==> config.mk <==
export PLATFORM = sky130hd
export DESIGN_NAME = dtq_slot_mem
export DESIGN_NICKNAME = d
export VERILOG_FILES = /design/src/hdl/dtq_pkg.sv /design/src/hdl/dtq_slot_mem.sv
export SDC_FILE = /design/constraint.sdc
export NUM_CORES = 2
export LEC_CHECK = 0
export BUFFER_PORTS_ARGS = -buffer_cell sky130_fd_sc_hd__buf_4
export CAP_MARGIN = 20
export CORE_MARGIN = 2
export CORE_UTILIZATION = 35
export CTS_CLUSTER_SIZE = 30
export DETAILED_ROUTE_END_ITERATION = 8
export GPL_TIMING_DRIVEN = 0
export PLACE_DENSITY = 0.48
export SKIP_LAST_GASP = 1
export SLEW_MARGIN = 20
export SYNTH_ARGS = -nofsm -noshare
export SYNTH_HDL_FRONTEND = slang
export SYNTH_SLANG_ARGS = --single-unit
==> constraint.sdc <==
create_clock -name clk -period 31.3 [get_ports clk]
set_input_delay 6.26 -clock clk [delete_from_list [all_inputs] [get_ports clk]]
set_output_delay 6.26 -clock clk [all_outputs]
set_load 0.02 [all_outputs]
==> src/hdl/dtq_pkg.sv <==
`timescale 1ns / 1ps
package dtq_pkg;

  localparam int DL_W   = 63;
  localparam int PER_W  = 40;
  localparam int TAG_W  = 32;
  localparam int MIND_W = 20;
  localparam logic [MIND_W-1:0] MIN_DELAY_RST = 20'd100;

  localparam logic [1:0] OP_ADD    = 2'd0;
  localparam logic [1:0] OP_CANCEL = 2'd1;
  localparam logic [1:0] OP_EXPIRE = 2'd2;
  localparam logic [1:0] OP_UNUSED = 2'd3;

  localparam logic [2:0] RK_ADDED     = 3'd0;
  localparam logic [2:0] RK_FULL      = 3'd1;
  localparam logic [2:0] RK_CANCELLED = 3'd2;
  localparam logic [2:0] RK_NOT_FOUND = 3'd3;
  localparam logic [2:0] RK_EXPIRED   = 3'd4;
  localparam logic [2:0] RK_NONE      = 3'd5;

  typedef struct packed {
    logic [DL_W-1:0]  deadline;
    logic [PER_W-1:0] period;
    logic [TAG_W-1:0] tag;
  } entry_t;

endpackage

==> src/hdl/dtq_slot_mem.sv <==
`timescale 1ns / 1ps
module dtq_slot_mem
  import dtq_pkg::*;
#(
  parameter int DEPTH = 16,
  parameter int AW    = 4
) (
  input  logic          clk,
  input  logic          we,
  input  logic [AW-1:0] waddr,
  input  entry_t        wdata,
  input  logic [AW-1:0] raddr,
  output entry_t        rdata
);

  entry_t mem [DEPTH];

  always_ff @(posedge clk) begin
    if (we) begin
      mem[waddr] <= wdata;
    end
    rdata <= mem[raddr];
  end

endmodule

==> impl_results.md <==
* Status: finished clean
* #FFs+latches synth at 2,295
* RD Place Congestion at 0.6930
* Worst path most repeated cell: buf_4
* CP Capture Type: register
* Netlist cell types at 29
* Crit-path cells: buf_4 -> nand3_1 -> nor3_2 -> buf_6 -> buf_4 -> buf_6 -> buf_4 -> buf_4 -> buf_4 -> buf_4 -> buf_4
* End-of-flow core utilization at 0.4252
* GRT Util Overall at 0.1867
* Yosys warning total at 0
* Placed cell area at 93,590 um^2
* Detailed Place HPWL at 151,100 um
* P per Cell Area at 65.16 nW/um^2
* Commonest non-fill, non-tap cell in the layout: edfxtp_1
* Routed vias at 39,753
* Synthesized instance count at 3,541
* H-tree levels at 4
* CTS max path bufs at 3
* CTS hold repair buffers at 0
* Worst-Margin Slew at 1.148 ns
* Mapped Nets at 3,686
* Worst path required time at 31.85 ns
* Initial Util at 0.3526
* Number of CTS-inserted buffers at 240
* Post-synthesis compound-gate area fraction at 0.02592
* Post-cts resize count at 0
* Final WL at 228,100 um
* Vias/cell at 5.185
* Vias in the first global route at 41,316
* Critical-path cell with the highest stage delay: nor3_2
* Final min period at 8.461 ns
* Drt pass-1 iters at 5
* Post-CTS Setup Bufs at 0
* Fin Setup TNS at 0 ns
* TritonCTS sink count at 2,295
* CP Depth at 11
* Final #Nets at 4,419
* CTS Root Cell: clkbuf_16
* Routed wire length per instance at 29.75 um
* I/O pins at 280
* Crit path buf inv count at 9
* Min Hold Slack at 0.6609 ns
* Pwr Total at 6.597 mW
* Hold depth at 3
* RSZ-0062 raised after global routing: no
* Port buffer count at 276
* Hold Fails Final Rpt at 0
* Max Clk Rate at 0.1182 GHz
* Delay-heaviest family, CP: buffers and inverters
* Die width at 493.7 um
* Design Area, Final at 101,200 um^2
* Sequential fraction of the synthesis area at 0.8049
* Class of the worst hold path: reg -> reg
* Post-route ant nets at 0
* Die height at 493.7 um
* Initial antenna violation count at 38
* Die Area at 243,800 um^2
* Xor and xnor area share after synthesis at 0
* Site row count at 179
* Slowest Stage Delay on Critical Path at 0.67 ns
* Area growth syn-to-layout at 20.61%
* Total gr overflow at 0
* Place WS at 21.96 ns
* Leak at 32.70 nW
* Initial DRC count at 3,811
* Number of setup violations in the final report at 0
* CTS tree: built
* Cell count after placement at 7,199
* Layout cells sized above 1 at 0.3382
* Maxcap violations at 0
* Post-route setup slack at 22.84 ns
* Most frequent cells in the layout: edfxtp_1 (2,160), mux4_2 (502), buf_4 (383)
* Post-synthesis simple-gate area fraction at 0.009600
* Core Area at 238,100 um^2
* Clock transition at path regs at 0.06 ns
* WP data arrival at 9.01 ns
* Crit path max fanout at 7
* Finished Layout Cells at 7,667
* Critical path type: in -> reg
* Startpoint types: input pin
* Drc violations at 0
* Avg Inst Size Synth at 23.70 um^2
* Mux cell area share after synthesis at 0.1471
* Largest net degree at the start of global routing at 21
* Layout Skew at 0.03162 ns
* Slew HR at 0.2346
* Peak supply drop at 0.05547 mV
* Final period util at 0.2703
* Largest family of logic cells by synthesized area: multiplexers
* Reg2reg path depth at 3
* Final slew viol count at 0
* First-pass GRT wire length at 321,900 um
* Adder-cell area share of the yosys netlist at 0
* Mapped Area at 83,940 um^2
* Clk Latency, worst-skew pair at 0.87 ns
==> cell families (layout without fill, tap and decap cells) <==
group / count (synthesis) / count (layout)
flip-flops: 2295 / 2295
multiplexers: 597 / 597
AO/OA/AOI/OAI: 289 / 289
buffers and inverters: 186 / 1133
AND/OR/NAND/NOR: 174 / 174
other: 0 / 12
==> worst min-delay path, delay by kind of cell (launching register included) <==
kind / cells / cell delay [ns]
AO/OA/AOI/OAI: 1 / 0.05
flip-flops: 1 / 0.32
multiplexers: 1 / 0.22
AND/OR/NAND/NOR: 1 / 0.06
==> path summary, 6_finish.rpt <==
check,from,end,slack [ns]
max,we,mem[12][66],22.84
min,mem[15][84],rdata[84],0.66
max reg2reg,mem[5][29],rdata[29],29.77
min reg2reg,mem[15][84],rdata[84],0.66
==> cells in the mapped netlist, drive strengths merged <==
library cell | number | area share
nor3 | 4 | 0.00024
o22a | 5 | 0.00052
edfxtp | 2160 | 0.77
nand2 | 99 | 0.0044
nand2b | 18 | 0.0013
mux4 | 502 | 0.13
nor2b | 29 | 0.0022
and2 | 3 | 0.00022
dfxtp | 135 | 0.032
mux2i | 24 | 0.0029
or2 | 1 | 0.000075
mux2 | 71 | 0.0095
nand3 | 1 | 0.000060
nor2 | 15 | 0.00070
o221ai | 24 | 0.0025
o21ai | 19 | 0.0011
nand3b | 2 | 0.00018
or3b | 1 | 0.00010
buf | 120 | 0.0095
a221oi | 14 | 0.0015
a22oi | 227 | 0.020
and2b | 1 | 0.000089
clkbuf | 66 | 0.0030
==> registers in the layout, summed over array words and instances (netlist names) <==
name   count
rdata    135
mem     2160
==> layout make-up <==
class | instances | area, um^2
diodes | 12 | 30.03
plain buffers | 186 | 1057
clock buffers | 354 | 6799
clock inverters | 102 | 813.3
fillers | 20590 | 136800
multi-input cells | 1060 | 15440
flip-flops and latches | 2295 | 67560
well taps | 3167 | 3963
repair buffers | 491 | 5574
==> metal layers <==
layer  wire, um  vias up  GRT usage
li1           -    16665          -
met1      97290    21618     0.2541
met2     112800     1110     0.3098
met3      12050      336    0.03202
met4       5812       24    0.05114
met5        136        -          0
==> where the power goes <==
part	internal, mW	total, mW	switching [mW]
Sequential	3.43	3.46	0.0270
Clock	1.57	2.75	1.19
Combinational	0.153	0.380	0.227
No activity file was read; power rests on OpenSTA's default activity.
