==> src/hdl/dtq_pkg.sv <==
`timescale 1ns / 1ps
package dtq_pkg;

  localparam int DL_W   = 63;
  localparam int PER_W  = 40;
  localparam int TAG_W  = 32;
  localparam int MIND_W = 20;
  localparam logic [MIND_W-1:0] MIN_DELAY_RST = 20'd100;

  localparam logic [1:0] OP_ADD    = 2'd0;
  localparam logic [1:0] OP_CANCEL = 2'd1;
  localparam logic [1:0] OP_EXPIRE = 2'd2;
  localparam logic [1:0] OP_UNUSED = 2'd3;

  localparam logic [2:0] RK_ADDED     = 3'd0;
  localparam logic [2:0] RK_FULL      = 3'd1;
  localparam logic [2:0] RK_CANCELLED = 3'd2;
  localparam logic [2:0] RK_NOT_FOUND = 3'd3;
  localparam logic [2:0] RK_EXPIRED   = 3'd4;
  localparam logic [2:0] RK_NONE      = 3'd5;

  typedef struct packed {
    logic [DL_W-1:0]  deadline;
    logic [PER_W-1:0] period;
    logic [TAG_W-1:0] tag;
  } entry_t;

endpackage

==> src/hdl/dtq_scan_unit.sv <==
`timescale 1ns / 1ps
module dtq_scan_unit
  import dtq_pkg::*;
#(
  parameter int AW = 4
) (
  input  logic            clk,
  input  logic            rst_n,
  input  logic            clr,
  input  logic            vld,
  input  logic [AW-1:0]   slot,
  input  logic            busy,
  input  logic            elig,
  input  entry_t          ent,
  input  logic [DL_W-1:0] now,
  output logic            any_o,
  output logic [DL_W-1:0] min_dl_o,
  output logic            found_o,
  output logic [AW-1:0]   pick_slot_o,
  output entry_t          pick_ent_o
);

  logic            any_r, found_r;
  logic [DL_W-1:0] min_r;
  logic [AW-1:0]   pick_r;
  entry_t          pent_r;

  // Slots arrive in ascending order, so a strict compare keeps ties on the lower slot.
  always_ff @(posedge clk) begin
    if (!rst_n || clr) begin
      any_r   <= 1'b0;
      found_r <= 1'b0;
    end else if (vld && busy) begin
      if (!any_r || ent.deadline < min_r) begin
        any_r <= 1'b1;
        min_r <= ent.deadline;
      end
      // Timers already picked by this expire check are no longer candidates.
      if (elig && ent.deadline <= now && (!found_r || ent.deadline < pent_r.deadline)) begin
        found_r <= 1'b1;
        pick_r  <= slot;
        pent_r  <= ent;
      end
    end
  end

  assign any_o       = any_r;
  assign min_dl_o    = min_r;
  assign found_o     = found_r;
  assign pick_slot_o = pick_r;
  assign pick_ent_o  = pent_r;

endmodule

==> config.mk <==
export PLATFORM = sky130hd
export DESIGN_NAME = dtq_scan_unit
export DESIGN_NICKNAME = d
export VERILOG_FILES = /design/src/hdl/dtq_pkg.sv /design/src/hdl/dtq_scan_unit.sv
export SDC_FILE = /design/constraint.sdc
export NUM_CORES = 1
export LEC_CHECK = 0
export ABC_CLOCK_PERIOD_IN_PS = 5900
export BUFFER_PORTS_ARGS = -buffer_cell sky130_fd_sc_hd__clkbuf_2
export CAP_MARGIN = 10
export CORE_MARGIN = 3
export CORE_UTILIZATION = 45
export CTS_CLUSTER_SIZE = 28
export DETAILED_ROUTE_END_ITERATION = 8
export PLACE_DENSITY_LB_ADDON = 0.2
export SLEW_MARGIN = 30
export SYNTH_ARGS = -nofsm -noshare
export SYNTH_HDL_FRONTEND = slang
export SYNTH_SLANG_ARGS = --single-unit
==> constraint.sdc <==
create_clock -name clk -period 5.9 [get_ports clk]
set_input_delay 0.59 -clock clk [delete_from_list [all_inputs] [get_ports clk]]
set_output_delay 0.59 -clock clk [all_outputs]
set_load 0.01 [all_outputs]
==> metrics.txt <==
Syn Nets approximately 1300; CP startpoint kind input pin; DR pass1 iterations 4; worst-path cell chain clkbuf_2 > ha_1 > nand4_1 > nor4_1 > nand4_1 > nor2_1 > nor2_1 > a21oi_1 > o311a_4 > buf_4; row cnt between 50 and 60; Port Buf Inserts roughly 410; Slew headroom 36.7%; Die ar. approximately 26000 µm²; worst-path fanout max 51; # Max-Cap Violations 0; synth unique cells 38; final hold violations 0; setup TNS 0 ns; Worst Skew around 0.014 ns; Post-Synth XOR/XNOR Area 0%; compound-cell area share of the yosys netlist 9.04%; Remaining DRCs 0; Area Overhead vs Synth 30.2%; Storage cell area just over 6000 µm²; ys async rst share 0%; CP Capture Type register; Vias a little over 8000; Clock Root Buffer clkbuf_16; worst-margin pin slew between 0.9 and 1 ns; Max clock buf depth 3; TritonCTS sink count around 200; hold slack approximately 0.25 ns; Gate Count Post-Synth slightly below 900; hpwl dp between 20000 and 25000 µm; Routed WL between 20000 and 30000 µm; register bit total from synthesis 204; die width ~160 µm; largest family of logic cells by synthesized area adder cells; Resize count post-CTS 0; multi-input gate area in the final layout between 4000 and 5000 µm²; count leader, synth edfxtp_1; Hold/Removal Path Class input pin to register; Setup Fix Bufs, Post-CTS 0; mux contribution to synthesized area 0%; Post-Syn Area between 10000 and 15000 µm²; post-layout util between 50% and 60%; Via density around 5; Post-DP Area around 13000 µm²; adder-cell share of the synthesized area 21.6%; commonest cells in the netlist edfxtp_1, inv_1, ha_1; Final Cycle Share 66.6%; Post-synth EDFFs about 200; post-synthesis simple-gate area fraction roughly 6.5%; Main synth FF type edfxtp_1; Tmin final around 3.9 ns; WL/cell between 15 and 20 µm; Worst VDD drop 0.338 mV; Avg Inst Size Synth between 10 and 15 µm²; grt total ovfl 0; worst endpoint required time 6.07 ns; CORE AREA 23500 µm²; initial antenna violation count 1; Die Span Y approximately 160 µm; TritonCTS clock tree yes; Arrival @ worst endpoint just over 4 ns; pin count of the biggest net entering global routing 67; vias in the first global route around 8000; antenna cell count 0; leading area contributor after synthesis edfxtp_1; fmax 255 MHz; IO Pins 412; GRT Total Usage between 20 and 25%; Filler cells 2054; Reg2Reg Setup Slack 2.43 ns; status completed; sequential-to-total area share from yosys stat 56.4%; RePlAce Congestion 0.853; antenna viol nets, final 0; max-slew violation count 0; Area contributors post-synth edfxtp_1, ha_1, inv_1, a21oi_1, a21o_1; initial DRC count ~470; Nets between 1500 and 2000; Critical Path Max Stage Delay about 0.86 ns; clk_lat worst skew 0.51 ns; clock slew at reported path FFs 0.06 ns; fin area roughly 14000 µm²; CP max-delay cell nor4_1; top cell type's share of synthesized area between 50% and 60%; CTS Buf Count 23; H-Tree Depth 1; starting density of the core 46.0%; Pleak approximately 0.007 µW; Cell Pwr Density around 240 nW/µm²; CP Class input pin to register; RSZ-0062 raised after global routing false; CTS Hold Bufs 0; first-pass GRT wire length ~45000 µm; layout cell share with drive strength beyond 1 34.2%; Yosys warning total 0; final setup violation count 0
-- report_power, final --
group / switching [µW] / internal, µW
clock: 575 / 798
combinational: 200 / 159
sequential: 10.4 / 1620
total: 785 / 2580
-- routing by layer --
layer  part of all wire [%]  up-vias  global-route usage, %
li1                       -     4056                      -
met5                  0.037        -                      0
met1                     39     3771                   27.2
met4                    2.4        2                   5.48
met3                    8.7       39                   6.33
met2                     49      305                   39.5
-- critical path: cells and delay by family --
| family | cells | cell delay [ns] |
|---|---|---|
| and+or+nand+nor | 5 | 1.54 |
| adders and majority gates | 1 | 0.31 |
| AOI/OAI and AO/OA | 2 | 1.01 |
| buffers and inverters | 2 | 0.59 |
-- sequential cells by signal (all words and copies together) (netlist names) --
signal and flops:
pick_ent_o 135, min_dl_o 63, pick_slot_o 4, any_o 1
found_o 1
-- final timing paths --
path	from	end	depth (start not counted)
hold reg to reg	any_o	any_o	2
hold / removal	ent[0]	pick_ent_o[0]	1
setup / recovery	ent[134]	pick_slot_o[2]	10
setup reg to reg	pick_ent_o[94]	pick_slot_o[2]	9
-- area by class of cell --
type / count / share of cell area, %
clock buffers: 24 / 4.11
clock inverters: 16 / 0.958
inverters: 189 / 5.03
multi-input cells: 476 / 28.7
flip-flops and latches: 204 / 43.3
well taps: 319 / 2.83
repair buffers: 415 / 15.1
-- cells in the final DEF (no fill, tap or decap), types with 5 or more instances in the layout --
master     netlist  routed
o21ai_0         23      23
clkbuf_2         0     411
and4_1           7       7
a21o_1          29      29
a211oi_1         8       8
nand2_1         33      33
clkinv_2         0       5
nand3_1         16      16
clkbuf_16        0      23
ha_1           187     187
nor2_1          17      17
edfxtp_1       202     202
a221oi_1         5       5
clkinv_1         0       5
inv_1          189     189
a21oi_1         69      68
nor3_1           5       5
nand4_1         30      30
-- kinds of logic after synthesis --
group | Yosys count
AOI/OAI and AO/OA | 159
adders and majority gates | 187
buffers and inverters | 189
DFF | 204
and+or+nand+nor | 130
-- through the flow --
step / cells / setup WS [ns] / total power (µW)
6_report: 1643 / 1.97 / 3360
3_3_place_gp: 1602 / 1.51 / 2010
2_1_floorplan: 869 / 0.0460 / 1840
5_1_grt: 1643 / 1.75 / 3510
4_1_cts: 1642 / 1.90 / 3400
3_5_place_dp: 1602 / 1.37 / 2020
Power figures use the tool's default switching activity.
